--- src/hdl/gcald_pkg.sv ---
// Shared types and constants for the glyph cache directory.
package gcald_pkg;

  // Field widths fixed by the interface
  localparam int ACT_W  = 2;
  localparam int CODE_W = 21;
  localparam int STAT_W = 3;
  localparam int SLOT_W = 11;
  localparam int CFG_W  = 4;
  localparam int TAG_W  = 21;
  localparam int AGE_W  = 16;

  // Request codes
  localparam logic [ACT_W-1:0] ACT_LOOKUP = 2'd0;
  localparam logic [ACT_W-1:0] ACT_TICK   = 2'd1;
  localparam logic [ACT_W-1:0] ACT_CLEAR  = 2'd2;

  // Result codes
  localparam logic [STAT_W-1:0] STAT_HIT     = 3'd0;
  localparam logic [STAT_W-1:0] STAT_INSTALL = 3'd1;
  localparam logic [STAT_W-1:0] STAT_RESIZE  = 3'd2;
  localparam logic [STAT_W-1:0] STAT_FLUSH   = 3'd3;
  localparam logic [STAT_W-1:0] STAT_DONE    = 3'd4;

  // Age constants
  localparam logic [AGE_W-1:0] AGE_RESET    = 16'd1;
  localparam logic [AGE_W-1:0] AGE_LAST     = 16'hFFFF;
  localparam logic [AGE_W-1:0] AGE_RENORM   = 16'd16385;
  localparam logic [AGE_W-1:0] RECENT_LIMIT = 16'd500;

  localparam logic [CFG_W-1:0] INDEX_BITS_RESET = 4'd6;

  // One directory entry; age zero marks it empty
  typedef struct packed {
    logic [TAG_W-1:0] tag;
    logic [AGE_W-1:0] age;
  } entry_t;

  // Window scan summary
  typedef struct packed {
    logic             hit;
    logic [AGE_W-1:0] min_age;
  } scan_t;

endpackage

--- src/hdl/gcald_scan.sv ---
// Window scan: finds the first tag hit and the oldest entry, one entry per cycle while en is high.
module gcald_scan #(
  parameter int OW = 3
) (
  input  logic                        clk,
  input  logic                        en,
  input  logic                        first,
  input  logic [OW-1:0]               off,
  input  logic [gcald_pkg::CODE_W-1:0] code,
  input  gcald_pkg::entry_t           rd,
  output gcald_pkg::scan_t            summary,
  output logic [OW-1:0]               hit_off,
  output logic [OW-1:0]               min_off
);
  import gcald_pkg::*;

  logic match;

  // live entry with the requested tag
  assign match = (rd.age != '0) && (rd.tag == code);

  // first hit wins; strict compare keeps the first of equal ages
  always_ff @(posedge clk) begin
    if (en) begin
      if (first) begin
        summary.hit     <= match;
        hit_off         <= off;
        summary.min_age <= rd.age;
        min_off         <= off;
      end else begin
        if (!summary.hit && match) begin
          summary.hit <= 1'b1;
          hit_off     <= off;
        end
        if (rd.age < summary.min_age) begin
          summary.min_age <= rd.age;
          min_off         <= off;
        end
      end
    end
  end

endmodule
--- config.mk ---
export PLATFORM = sky130hd
export DESIGN_NAME = gcald_scan
export DESIGN_NICKNAME = d
export VERILOG_FILES = /design/src/hdl/gcald_pkg.sv /design/src/hdl/gcald_scan.sv
export SDC_FILE = /design/constraint.sdc
export NUM_CORES = 1
export LEC_CHECK = 0
export BUFFER_PORTS_ARGS = -buffer_cell sky130_fd_sc_hd__buf_4
export CAP_MARGIN = 5
export CORE_MARGIN = 2
export CORE_UTILIZATION = 46
export DETAILED_ROUTE_END_ITERATION = 6
export GPL_TIMING_DRIVEN = 0
export PLACE_DENSITY = 0.92
export SYNTH_ARGS = -nofsm -noshare
export SYNTH_HDL_FRONTEND = slang
export SYNTH_SLANG_ARGS = --single-unit
--- constraint.sdc ---
create_clock -name clk -period 10.9 [get_ports clk]
set_clock_uncertainty 0.1 [all_clocks]
set_input_delay 3.27 -clock clk [delete_from_list [all_inputs] [get_ports clk]]
set_output_delay 3.27 -clock clk [all_outputs]
set_load 0.01 [all_outputs]
# Word-level counts from Yosys, hierarchy flattened
# Cells that the tools add are included.
dict set report classes {
  magnitude_cmp 1
  eq_ne 1
  muxes 7
  reduce_logical 8
}
# operator n
set op_table {}
lappend op_table {{21-bit equality test} 1}
lappend op_table {{17-bit two-way mux} 1}
lappend op_table {{16-bit < comparator} 1}
lappend op_table {{16-bit two-way mux} 1}
lappend op_table {{16-bit nonzero test} 1}
lappend op_table {{3-bit two-way mux} 4}
lappend op_table {{2-bit AND reduction} 2}
lappend op_table {{2-bit nonzero test} 2}
lappend op_table {{1-bit logical AND} 2}
lappend op_table {{1-bit logical NOT} 1}
lappend op_table {{1-bit two-way mux} 1}
dict set report word_totals {
  ff_bits 23
  inputBits 64
  out_inout_bits 23
  elab_cells 21
}

# Longest topological paths before layout
# Gate-level depths: netlist of run 1.
dict set report logic_depth {
  depth_word 5
  ltp_mapped 6
  ltp_nobuf 6
}

# Worst setup path after synthesis of run 1
# OpenSTA, ideal clock, no wires.
dict set report synth_timing {
  path_kind {input to register}
  start {input port rd[13] (netlist name)}
  end {register min_off[0] (enable)}
  setup_ps 409
  arrival_time_ps 5200
  t_required_ps 10391
  slack_ps 5191
  cell_stages 5
  n_path_buf 0
  cell_sequence {ha_1 a21oi_1 o21ai_0 or3_1 o41ai_2}
}
dict set report synth_between {
  elab_chain_cells 3
}
# item line_no
set synth_rtl {}
lappend synth_rtl {{start: declaration} gcald_scan.sv:10} ;# input gcald_pkg::entry_t rd,
lappend synth_rtl {{16-bit < comparator} gcald_scan.sv:35} ;# if (rd.age < summary.min_age) begin
lappend synth_rtl {{2-bit nonzero test (no line)} -}
lappend synth_rtl {{2-bit AND reduction (no line)} -}
lappend synth_rtl {{end signal: assignment} gcald_scan.sv:29} ;# min_off <= off;
lappend synth_rtl {{end signal: assignment} gcald_scan.sv:37} ;# min_off <= off;
lappend synth_rtl {{end: declaration} gcald_scan.sv:13} ;# output logic [OW-1:0] min_off
# No other way between the ends.
# A chain may end at the register's enable or synchronous reset.

# Worst setup path after layout of run 1
dict set report layout_timing {
  start {input port rd[13] (netlist name)}
  end {register summary[6] (netlist name) (enable)}
}
dict set report layout_between {
  elab_chain_cells 3
}
# item line_no
set layout_rtl {}
lappend layout_rtl {{16-bit < comparator} gcald_scan.sv:35}
lappend layout_rtl {{2-bit nonzero test (no line)} -}
lappend layout_rtl {{2-bit AND reduction (no line)} -}
lappend layout_rtl {{end: declaration} gcald_scan.sv:11} ;# output gcald_pkg::scan_t summary,
# No other way between the ends.

==> results of run 1 <==
-- layer usage --
metal | part of all wire, % | routed length [um] | global-route usage [%]
met1 | 35 | 1160 | 19.2
met2 | 56 | 1860 | 40.7
met3 | 8.0 | 267 | 2.62
met4 | 1.6 | 55 | 6.82
met5 | 0 | 0 | 0
-- cell usage after synthesis, drive strengths merged --
cell type   n
nor2        1
inv        17
nand2b      1
nand3       3
nand4       5
o41ai       2
nor3        1
edfxtp     23
xor2       21
ha         15
o21ai       3
or3         1
nand2       3
nor4        8
a21o        2
a21oi       5
or2         1
a2111oi     2
-- cells by family after synthesis --
logic type	Yosys count
compound gates	14
xor+xnor	21
fa+ha+maj	15
buf+inv	17
flops	23
simple gates	24
-- final timing paths --
path / endpoint / start / slack [ns]
worst max-delay path: summary[6]$_DFFE_PP_ / rd[13] / 5.73
worst max register to register: summary[6]$_DFFE_PP_ / summary[13]$_DFFE_PP_ / 8.36
worst min-delay path: hit_off[1]$_DFFE_PP_ / summary[16]$_SDFFCE_PN1P_ / 0.58
worst min register to register: hit_off[1]$_DFFE_PP_ / summary[16]$_SDFFCE_PN1P_ / 0.58
-- through the flow --
| step | total power, mW | setup WS [ns] | hold slack [ns] | cells |
|---|---|---|---|---|
| finish | 0.218 | 5.73 | 0.582 | 238 |
| CTS | 0.219 | 5.72 | 0.587 | 238 |
| global route | 0.229 | 5.60 | 0.606 | 238 |
| global placement | 0.175 | 4.67 | 0.565 | 233 |
| floorplan | 0.141 | 5.19 | 0.597 | 114 |
| detailed placement | 0.180 | 5.34 | 0.559 | 234 |
-- sequential cells by signal, indices dropped and copies added, names as in the netlist --
name	flops
hit_off	3
min_off	3
summary	17
-- area by class of cell --
class                   count  area (um2)
repair buffers             87         657
fillers                   215         830
multi-input cells          74         668
clock buffers               3        22.5
well taps                  33        41.3
inverters                  17        63.8
flip-flops and latches     23         691
clock inverters             1        5.00
-- worst max-delay path, stage by stage --
cell and delay, ns:
buf_4 0.12, ha_1 0.32, a21oi_1 0.13, o21ai_0 0.08, or3_1 0.36, o41ai_4 0.58
buf_6 0.25
-- power breakdown --
group | internal, mW | switching, mW
combinational | 0.0365 | 0.0299
clock | 0.0138 | 0.0271
sequential | 0.107 | 0.00358
total | 0.157 | 0.0606
==> qor.csv, run 1 <==
stage,metric,value,unit
outcome,outcome,"complete, no violations",
grt,"Remaining Overflow, GRT",0,
finish,P&R area growth vs syn,52.2,%
worst_setup_path,WS Path Type,input pin to flop,
synth,"Net Count, Synth",193,
clock_tree,CTS H-tree depth,1,
synth,Seq cells post-synth,23,
placement,area of placed instances,0.00212,mm2
synth,Yosys Warn Count,0,
drt,routed vias/inst,5.16,
finish,highest-count cells in the layout ignoring fill and taps,"buf_4, edfxtp_1, xor2_1, inv_1, ha_1",
sta,Final TNS setup,0,ns
grt,largest net degree at the start of global routing,14,
sta,Slew HR,54.3,%
worst_setup_path,critical path arrival,5.12,ns
drt,first drt pass iteration count,4,
sta,count of final hold-check violations,0,
synth,XOR/XNOR share of the synthesized area,13.0,%
finish,diode count,0,
synth,top-area cell type share of the netlist area,48.9,%
sta,max-slew violation count,0,
finish,final core occ,72.1,%
clock_tree,Post-CTS Setup Bufs,0,
finish,nets,285,
die,standard-cell row count,20,
die,Die X,59.4,um
drt,final wirelength,3.34,mm
drt,Vias,1229,
clock_tree,# clock sinks,23,
worst_setup_path,"Req. time, crit path",10.85,ns
pwr,peak supply drop,0.0471,mV
synth,post-synthesis simple-gate area fraction,11.0,%
worst_setup_path,R2R depth,7,
synth,complex-gate fraction of the synthesized area,9.22,%
synth,cell count after synthesis,114,
placement,DPL Wire Length,2.96,mm
synth,post-synthesis mux area share,0,%
clock_tree,clock-pin slew on the worst setup and hold paths,0.13,ns
die,Chip Height,59.4,um
synth,area share of fa/ha/maj cells after synthesis,13.3,%
flow_run,Max Cap Viol,0,
clock_tree,clk_lat worst skew,0.32,ns
pwr,Pleak,1.03,nW
drt,WL/cell,14.0,um
clock_tree,CTS Buf Count,3,
synth,largest family of logic cells by synthesized area,adder cells,
clock_tree,Post-CTS Resized,0,
clock_tree,hold_buf cts,0,
sta,Tcrit/Tclk final,47.4,%
min_path,worst hold path cell count,1,
sta,minimum clock period,5.17,ns
grt,initial antenna violation count,0,
placement,gp weighted congestion,0.751,
worst_setup_path,maximum fanout along the worst path,11,
sta,final setup vio count,0,
drt,Residual DRC,0,
grt,vias in the first global route,1305,
synth,synthesized cell area,0.00141,mm2
clock_tree,clk buf depth,2,
min_path,worst hold path class,flop to flop,
pwr,PD cells,101,mW/mm2
die,IO Pins,87,
worst_setup_path,crit end category,flop,
worst_setup_path,Setup crit start kind,input pin,
sta,unrepaired setup endpoints after global routing,no,
sta,slew at the pin with the worst max-slew slack,0.683,ns
drt,antenna-violating nets left,0,
finish,layout cell share with drive strength beyond 1,48.3,%
grt,Total Routing Usage GR,19.7,%
die,Core ar.,0.00298,mm2
synth,syn_area_per_cell,12.4,um2
finish,fin area,0.00215,mm2
synth,"area leader, netlist",edfxtp_1,
drt,1st-iter DRT viols,19,
placement,port bufs,86,
synth,Synth cell types,20,
sta,Max Freq,194,MHz
synth,Synth area leaders,"edfxtp_1, ha_1, xor2_1",
clock_tree,Root Driver,clkbuf_4,
grt,first-pass GRT wire length,5.20,mm
clock_tree,CTS tree,built,
die,die footprint,0.00353,mm2
finish,"commonest non-fill, non-tap cell in the layout",buf_4,
die,Starting Density,47.4,%
synth,"Seq/Total Area, Yosys",48.9,%
(Power assumes the default switching activity.)
==> inputs of run 2 (changes only) <==
--- a/config.mk
+++ b/config.mk
@@ -8,10 +8,10 @@
 export BUFFER_PORTS_ARGS = -buffer_cell sky130_fd_sc_hd__buf_4
 export CAP_MARGIN = 5
 export CORE_MARGIN = 2
-export CORE_UTILIZATION = 46
+export CORE_UTILIZATION = 39
 export DETAILED_ROUTE_END_ITERATION = 6
 export GPL_TIMING_DRIVEN = 0
-export PLACE_DENSITY = 0.92
+export PLACE_DENSITY = 0.84
 export SYNTH_ARGS = -nofsm -noshare
 export SYNTH_HDL_FRONTEND = slang
 export SYNTH_SLANG_ARGS = --single-unit
==> constraint.sdc (replaced) <==
create_clock -name clk -period 4.55 [get_ports clk]
set_clock_uncertainty 0.1 [all_clocks]
set_input_delay 1.365 -clock clk [delete_from_list [all_inputs] [get_ports clk]]
set_output_delay 1.365 -clock clk [all_outputs]
set_load 0.01 [all_outputs]
==> run 2 against run 1 <==
Setup slack worse by 4.3 ns; sequential power is 140% higher; design area is 0.93% higher; worst hold slack improved by 0.0038 ns; largest cell class unchanged; largest power group unchanged.
==> qor.csv, run 2 (synthesized netlist as in run 1, its figures left out) <==
stage,metric,value,unit,change
outcome,outcome,"complete, no violations",,unchanged
finish,highest-count cells in the layout ignoring fill and taps,"buf_4, edfxtp_1, xor2_1, inv_1, ha_1",,unchanged
clock_tree,# clock sinks,23,,unchanged
clock_tree,clock-pin slew on the worst setup and hold paths,0.13,ns,about the same
grt,vias in the first global route,1201,,"was 1,305"
clock_tree,clk_lat worst skew,0.32,ns,about the same
worst_setup_path,WS Path Type,input pin to flop,,unchanged
finish,layout cell share with drive strength beyond 1,48.3,%,unchanged
finish,nets,285,,unchanged
placement,port bufs,86,,unchanged
sta,minimum clock period,3.16,ns,
sta,slew at the pin with the worst max-slew slack,0.620,ns,was 0.683 ns
die,standard-cell row count,21,,was 20
worst_setup_path,R2R setup slack,2.17,ns,was 8.36 ns
worst_setup_path,Setup crit start kind,input pin,,unchanged
clock_tree,Post-CTS Setup Bufs,0,,unchanged
sta,Final TNS setup,0,ns,unchanged
worst_setup_path,critical path arrival,3.10,ns,was 5.12 ns
sta,Max Freq,316,MHz,
drt,1st-iter DRT viols,27,,was 19
pwr,PD cells,239,mW/mm2,was 101 mW/mm2
worst_setup_path,WP depth,7,,unchanged
worst_setup_path,R2R depth,7,,unchanged
clock_tree,clk buf depth,2,,unchanged
die,die footprint,0.00412,mm2,was 0.00353 mm2
worst_setup_path,worst setup path startpoint,rd[13],,unchanged
worst_setup_path,worst path cell trace,"buf_4, ha_1, a21oi_1, o21ai_0, or3_1, o41ai_4, buf_8",,"was buf_4, ha_1, a21oi_1, o21ai_0, or3_1, o41ai_4, buf_6"
finish,biggest regs,"summary x17, hit_off x3, min_off x3",,unchanged
worst_setup_path,Worst R2R End,summary[12]$_DFFE_PP_,,was summary[6]$_DFFE_PP_
finish,P&R area growth vs syn,53.6,%,was 52.2%
drt,antenna-violating nets left,0,,unchanged
finish,final core occ,63.5,%,was 72.1%
sta,final setup vio count,0,,unchanged
placement,gp weighted congestion,0.817,,was 0.751
placement,Setup Slack @ Placement,1.01,ns,was 5.34 ns
placement,dpl cells,247,,was 234
worst_setup_path,"Req. time, crit path",4.49,ns,was 10.85 ns
worst_setup_path,worst path buffer plus inverter count,2,,unchanged
finish,largest reg by FF count,summary,,unchanged
placement,DPL Wire Length,2.72,mm,was 2.96 mm
drt,WL/cell,12.2,um,was 14.0 um
drt,Residual DRC,0,,unchanged
worst_setup_path,critical path's top delay family,compound AO/OA/AOI/OAI gates,,unchanged
drt,first drt pass iteration count,4,,unchanged
die,Die X,64.2,um,was 59.4 um
clock_tree,CTS H-tree depth,1,,unchanged
clock_tree,Root Driver,clkbuf_4,,unchanged
clock_tree,CTS Buf Count,3,,unchanged
worst_setup_path,slowest CP cell,o41ai_4,,unchanged
die,Starting Density,41.3,%,was 47.4%
die,Core ar.,0.00342,mm2,was 0.00298 mm2
grt,Total Routing Usage GR,15.2,%,was 19.7%
finish,Layout fillers,301,,was 215
finish,"commonest non-fill, non-tap cell in the layout",buf_4,,unchanged
worst_setup_path,Critical Path End,summary[12]$_DFFE_PP_,,was summary[6]$_DFFE_PP_
pwr,Pleak,1.03,nW,about the same
sta,count of final hold-check violations,0,,unchanged
grt,largest net degree at the start of global routing,14,,unchanged
pwr,peak supply drop,0.0997,mV,was 0.0471 mV
die,Chip Height,64.2,um,was 59.4 um
worst_setup_path,Worst R2R Start,summary[13]$_DFFE_PP_,,unchanged
finish,diode count,0,,unchanged
clock_tree,hold_buf cts,0,,unchanged
drt,routed vias/inst,4.84,,was 5.16
worst_setup_path,maximum fanout along the worst path,13,,was 11
worst_setup_path,crit-path max cell delay,0.53,ns,was 0.58 ns
clock_tree,Post-CTS Resized,0,,unchanged
die,IO Pins,87,,unchanged
grt,first-pass GRT wire length,4.89,mm,was 5.20 mm
sta,unrepaired setup endpoints after global routing,no,,unchanged
sta,max-slew violation count,0,,unchanged
sta,Tcrit/Tclk final,69.5,%,
drt,final wirelength,3.06,mm,was 3.34 mm
grt,initial antenna violation count,0,,unchanged
clock_tree,CTS tree,built,,unchanged
finish,max FFs per register,17,,unchanged
drt,Vias,1216,,"was 1,229"
min_path,worst hold path class,flop to flop,,unchanged
grt,"Remaining Overflow, GRT",0,,unchanged
sta,fin worst setup slack,1.39,ns,was 5.73 ns
sta,Slew HR,58.6,%,was 54.3%
worst_setup_path,crit end category,flop,,unchanged
flow_run,Max Cap Viol,0,,unchanged
finish,final cell count without fillers,251,,was 238
## run 2: cell count changes in the layout (fill, tap and decap cells not counted)
| cell | previous run | this run |
|---|---|---|
| buf_6 | 1 | 0 |
| buf_8 | 0 | 1 |
## run 2: layout make-up
cell class	count	area (um2)	area share [%]
flip-flops and latches	23	691	31.9
multi-input cells	74	668	30.8
repair buffers	87	661	30.5
inverters	17	63.8	2.94
well taps	46	57.6	2.65
clock buffers	3	22.5	1.04
clock inverters	1	5.00	0.231
## run 2: worst register-to-register path, stage by stage, from the launching register on
cell and delay (ns):
edfxtp_1 0.40, inv_1 0.07, ha_1 0.23, a21oi_1 0.12, o21ai_0 0.08, or3_1 0.35
o41ai_4 0.53, buf_8 0.24
## run 2: per-layer routing
metal  part of all wire, %  track usage (%)
met4                   1.0             4.79
met3                   9.3             3.17
met1                    39             17.5
met2                    51             28.1
met5                     0                0
## run 2: through the flow
| stage | hold WS (ns) | power (mW) | cell area [um2] |
|---|---|---|---|
| CTS | 0.594 | 0.525 | 2170 |
| floorplan | 0.597 | 0.337 | 1410 |
| finish | 0.586 | 0.518 | 2170 |
| detailed placement | 0.564 | 0.430 | 2140 |
| global route | 0.616 | 0.547 | 2170 |
| global placement | 0.561 | 0.422 | 2110 |
## run 2: worst min-delay path by stage
stage,start,to,slack [ns],cells after the start
finish,summary[16]$_SDFFCE_PN1P_,summary[16]$_SDFFCE_PN1P_,0.59,1
global route,summary[16]$_SDFFCE_PN1P_,summary[16]$_SDFFCE_PN1P_,0.62,1
CTS,summary[16]$_SDFFCE_PN1P_,summary[16]$_SDFFCE_PN1P_,0.59,1
detailed placement,summary[16]$_SDFFCE_PN1P_,summary[16]$_SDFFCE_PN1P_,0.56,1
global placement,summary[16]$_SDFFCE_PN1P_,summary[16]$_SDFFCE_PN1P_,0.56,1
floorplan,summary[16]$_SDFFCE_PN1P_,hit_off[0]$_DFFE_PP_,0.60,1
## run 2: report_power, final
part / internal (mW) / leakage (nW) / switching [mW]
clock network: 0.0329 / 0.0177 / 0.0626
logic: 0.0882 / 0.789 / 0.0696
registers: 0.256 / 0.223 / 0.00847
total: 0.377 / 1.03 / 0.141
==> inputs of run 3 (changes only) <==
--- a/config.mk
+++ b/config.mk
@@ -5,13 +5,14 @@
 export SDC_FILE = /design/constraint.sdc
 export NUM_CORES = 1
 export LEC_CHECK = 0
+export ABC_AREA = 1
 export BUFFER_PORTS_ARGS = -buffer_cell sky130_fd_sc_hd__buf_4
 export CAP_MARGIN = 5
 export CORE_MARGIN = 2
 export CORE_UTILIZATION = 39
 export DETAILED_ROUTE_END_ITERATION = 6
 export GPL_TIMING_DRIVEN = 0
-export PLACE_DENSITY = 0.84
+export PLACE_DENSITY = 0.83
 export SYNTH_ARGS = -nofsm -noshare
 export SYNTH_HDL_FRONTEND = slang
 export SYNTH_SLANG_ARGS = --single-unit
==> constraint.sdc (replaced) <==
create_clock -name clk -period 2.7 [get_ports clk]
set_clock_uncertainty 0.1 [all_clocks]
set_input_delay 0.81 -clock clk [delete_from_list [all_inputs] [get_ports clk]]
set_output_delay 0.81 -clock clk [all_outputs]
set_load 0.01 [all_outputs]
==> run 3 against run 2 <==
Core utilization fell by 1.7 points; flip-flop and latch count did not move; sequential power is 63% higher; non-clock buffer count unchanged; clock power increased by 120%; global-route usage up 0.95 points; register-to-register slack got worse by 1.5 ns; synthesized area rose by 4.8%; sequential share of layout area decreased by 1.3 points; power up 71%; via count increased by 11%; critical endpoint is now summary[15]$_DFFE_PP_; highest routed layer unchanged.
==> qor.csv, run 3 <==
stage,metric,value,unit,change
finish,final core occ,61.8,%,was 63.5%
worst_setup_path,maximum fanout along the worst path,19,,was 13
drt,final wirelength,3.16,mm,was 3.06 mm
synth,"EDFF count, synth",23,,unchanged
flow_run,Max Cap Viol,0,,unchanged
synth,most common cell in the synthesized netlist,nand2_1,,was edfxtp_1
worst_setup_path,worst path cell trace,"buf_4, ha_1, a21oi_1, nor2_1, nor3_1, nand2_1, nand2_1, nand2_1, a21oi_4, buf_12",,"was buf_4, ha_1, a21oi_1, o21ai_0, or3_1, o41ai_4, buf_8"
worst_setup_path,critical path arrival,2.17,ns,was 3.10 ns
finish,final cell count without fillers,305,,was 251
finish,max FFs per register,17,,unchanged
synth,top-area cell type share of the netlist area,46.7,%,was 48.9%
synth,syn_area_per_cell,8.91,um2,was 12.4 um2
grt,vias in the first global route,1334,,"was 1,201"
sta,minimum clock period,2.30,ns,
drt,first drt pass iteration count,4,,unchanged
die,IO Pins,87,,unchanged
finish,P&R area growth vs syn,53.0,%,was 53.6%
die,standard-cell row count,22,,was 21
sta,count of final hold-check violations,0,,unchanged
worst_setup_path,"Req. time, crit path",2.57,ns,was 4.49 ns
sta,max-slew violation count,0,,unchanged
outcome,outcome,"complete, no violations",,unchanged
worst_setup_path,slowest CP cell,ha_1,,was o41ai_4
drt,antenna-violating nets left,0,,unchanged
sta,slew at the pin with the worst max-slew slack,0.254,ns,was 0.620 ns
finish,biggest regs,"summary x17, hit_off x3, min_off x3",,unchanged
synth,asr flop ratio synth,0,%,unchanged
grt,largest net degree at the start of global routing,20,,was 14
grt,first-pass GRT wire length,5.34,mm,was 4.89 mm
synth,synthesized cell area,0.00148,mm2,was 0.00141 mm2
drt,WL/cell,10.3,um,was 12.2 um
clock_tree,clock-pin slew on the worst setup and hold paths,0.08,ns,was 0.13 ns
grt,initial antenna violation count,0,,unchanged
synth,Synth cell types,17,,was 20
die,die footprint,0.00430,mm2,was 0.00412 mm2
clock_tree,clk_lat worst skew,0.25,ns,was 0.32 ns
worst_setup_path,"most used cell, CP",nand2_1,,
sta,Tcrit/Tclk final,85.1,%,
drt,top sig layer,met4,,unchanged
clock_tree,hold_buf cts,0,,unchanged
finish,nets,337,,was 285
sta,unrepaired setup endpoints after global routing,no,,unchanged
clock_tree,CTS Buf Count,3,,unchanged
placement,dpl cells,300,,was 247
clock_tree,CTS H-tree depth,1,,unchanged
finish,diode count,0,,unchanged
synth,Synth area leaders,"edfxtp_1, ha_1, nand2_1",,"was edfxtp_1, ha_1, xor2_1"
finish,"commonest non-fill, non-tap cell in the layout",buf_4,,unchanged
die,Die X,65.6,um,was 64.2 um
pwr,Pleak,1.15,nW,was 1.03 nW
finish,largest reg by FF count,summary,,unchanged
drt,Vias,1345,,"was 1,216"
pwr,PD cells,392,mW/mm2,was 239 mW/mm2
synth,Seq cells post-synth,23,,unchanged
placement,port bufs,86,,unchanged
drt,WL met3,262,um,was 284 um
synth,"Seq/Total Area, Yosys",46.7,%,was 48.9%
pwr,peak supply drop,0.225,mV,was 0.0997 mV
synth,prevailing post-synth register cell,edfxtp_1,,unchanged
worst_setup_path,WS Path Type,input pin to flop,,unchanged
synth,"area leader, netlist",edfxtp_1,,unchanged
finish,layout cell share with drive strength beyond 1,37.0,%,was 48.3%
finish,register area,691,um2,unchanged
drt,routed vias/inst,4.41,,was 4.84
synth,most frequent cells after synthesis,"nand2_1, inv_1, nor2_1",,"was edfxtp_1, xor2_1, inv_1"
finish,Layout fillers,344,,was 301
sta,Max Freq,435,MHz,
drt,met2 WL,1.65,mm,was 1.56 mm
grt,"Remaining Overflow, GRT",0,,unchanged
worst_setup_path,Setup crit start kind,input pin,,unchanged
drt,1st-iter DRT viols,41,,was 27
clock_tree,Root Driver,clkbuf_8,,was clkbuf_4
drt,Residual DRC,0,,unchanged
clock_tree,clk buf depth,2,,unchanged
finish,Multi-input gate area,687,um2,was 668 um2
clock_tree,CTS tree,built,,unchanged
die,Chip Height,65.6,um,was 64.2 um
synth,cell count after synthesis,166,,was 114
synth,"Net Count, Synth",245,,was 193
drt,WL met1,1.22,mm,was 1.19 mm
sta,Slew HR,83.1,%,was 58.6%
clock_tree,# clock sinks,23,,unchanged
die,Core ar.,0.00366,mm2,was 0.00342 mm2
die,Starting Density,40.4,%,was 41.3%
finish,highest-count cells in the layout ignoring fill and taps,"buf_4, nand2_1, inv_1, nor2_1, edfxtp_1",,"was buf_4, edfxtp_1, xor2_1, inv_1, ha_1"
worst_setup_path,crit end category,flop,,unchanged
worst_setup_path,crit-path max cell delay,0.30,ns,was 0.53 ns
placement,gp weighted congestion,0.721,,was 0.817
grt,Total Routing Usage GR,16.2,%,was 15.2%
placement,DPL Wire Length,2.79,mm,was 2.72 mm
sta,final setup vio count,0,,unchanged
min_path,worst hold path class,flop to flop,,unchanged
synth,Yosys Warn Count,0,,unchanged
[run 3: cell types whose count changed in the layout (fill, tap and decap cells not counted), sizes merged, moves of 2 or more]
cell and change:
nand2 +37, nor2 +24, xor2 -17, inv +13
xnor2 +12, nor4 -8, a21oi +3, nand4 -3
a2111oi -2, o21ai -2, o41ai -2
[run 3: stage by stage]
stage | worst slack, ns | instance area, um2 | total power, mW | TNS, ns | hold slack [ns]
CTS | 0.116 | 2240 | 0.892 | 0 | 0.629
global placement | -0.457 | 2190 | 0.677 | -8.68 | 0.600
detailed placement | -0.472 | 2190 | 0.685 | -8.95 | 0.610
finish | 0.401 | 2260 | 0.886 | 0 | 0.623
floorplan | 0.0659 | 1480 | 0.547 | 0 | 0.640
global route | 0.305 | 2260 | 0.941 | 0 | 0.624
[run 3: cell type report]
type	count	share of cell area [%]
clock buffers	3	1.83
clock inverters	1	0.221
inverters	30	4.98
multi-input cells	113	30.4
flip-flops and latches	23	30.5
well taps	48	2.65
repair buffers	87	29.4
[run 3: timing repair]
action | CTS | global route
hold endpoints to repair | 0 | 0
resized for setup | 1 | 0
setup buffers | 0 | 1
setup endpoints to repair | 19 | 19
pin swaps | 0 | 1
[run 3: report_power, final]
group / total, mW / switching [mW] / internal, mW / leakage [nW]
combinational: 0.247 / 0.107 / 0.140 / 0.900
sequential: 0.433 / 0.0106 / 0.422 / 0.220
clock: 0.206 / 0.103 / 0.103 / 0.0255
total: 0.886 / 0.221 / 0.665 / 1.15
[run 3: final timing paths]
kind / depth (start not counted) / start / slack (ns) / end
min reg2reg: 3 / summary[16]$_SDFFCE_PN1P_ / 0.62 / summary[16]$_SDFFCE_PN1P_
min: 3 / summary[16]$_SDFFCE_PN1P_ / 0.62 / summary[16]$_SDFFCE_PN1P_
max: 10 / rd[5] / 0.40 / summary[15]$_DFFE_PP_
max reg2reg: 10 / summary[5]$_DFFE_PP_ / 0.67 / summary[15]$_DFFE_PP_
[run 3: critical path, delay by kind of cell]
family | cells | cell delay [ns]
buffers and inverters | 2 | 0.29
and+or+nand+nor | 5 | 0.45
AOI/OAI and AO/OA | 2 | 0.32
adders and majority gates | 1 | 0.30
[run 3: kinds of logic after synthesis]
family,Yosys count,synth area share [%]
simple gates,71,19.2
buf+inv,30,7.61
flops,23,46.7
xor+xnor,16,9.48
fa+ha+maj,15,12.7
compound gates,11,4.31
[run 3: metal layers]
| layer | global-route usage, % | vias up |
|---|---|---|
| li1 | - | 712 |
| met3 | 4.11 | 2 |
| met1 | 17.7 | 578 |
| met5 | 0 | - |
| met2 | 31.0 | 53 |
| met4 | 3.91 | 0 |
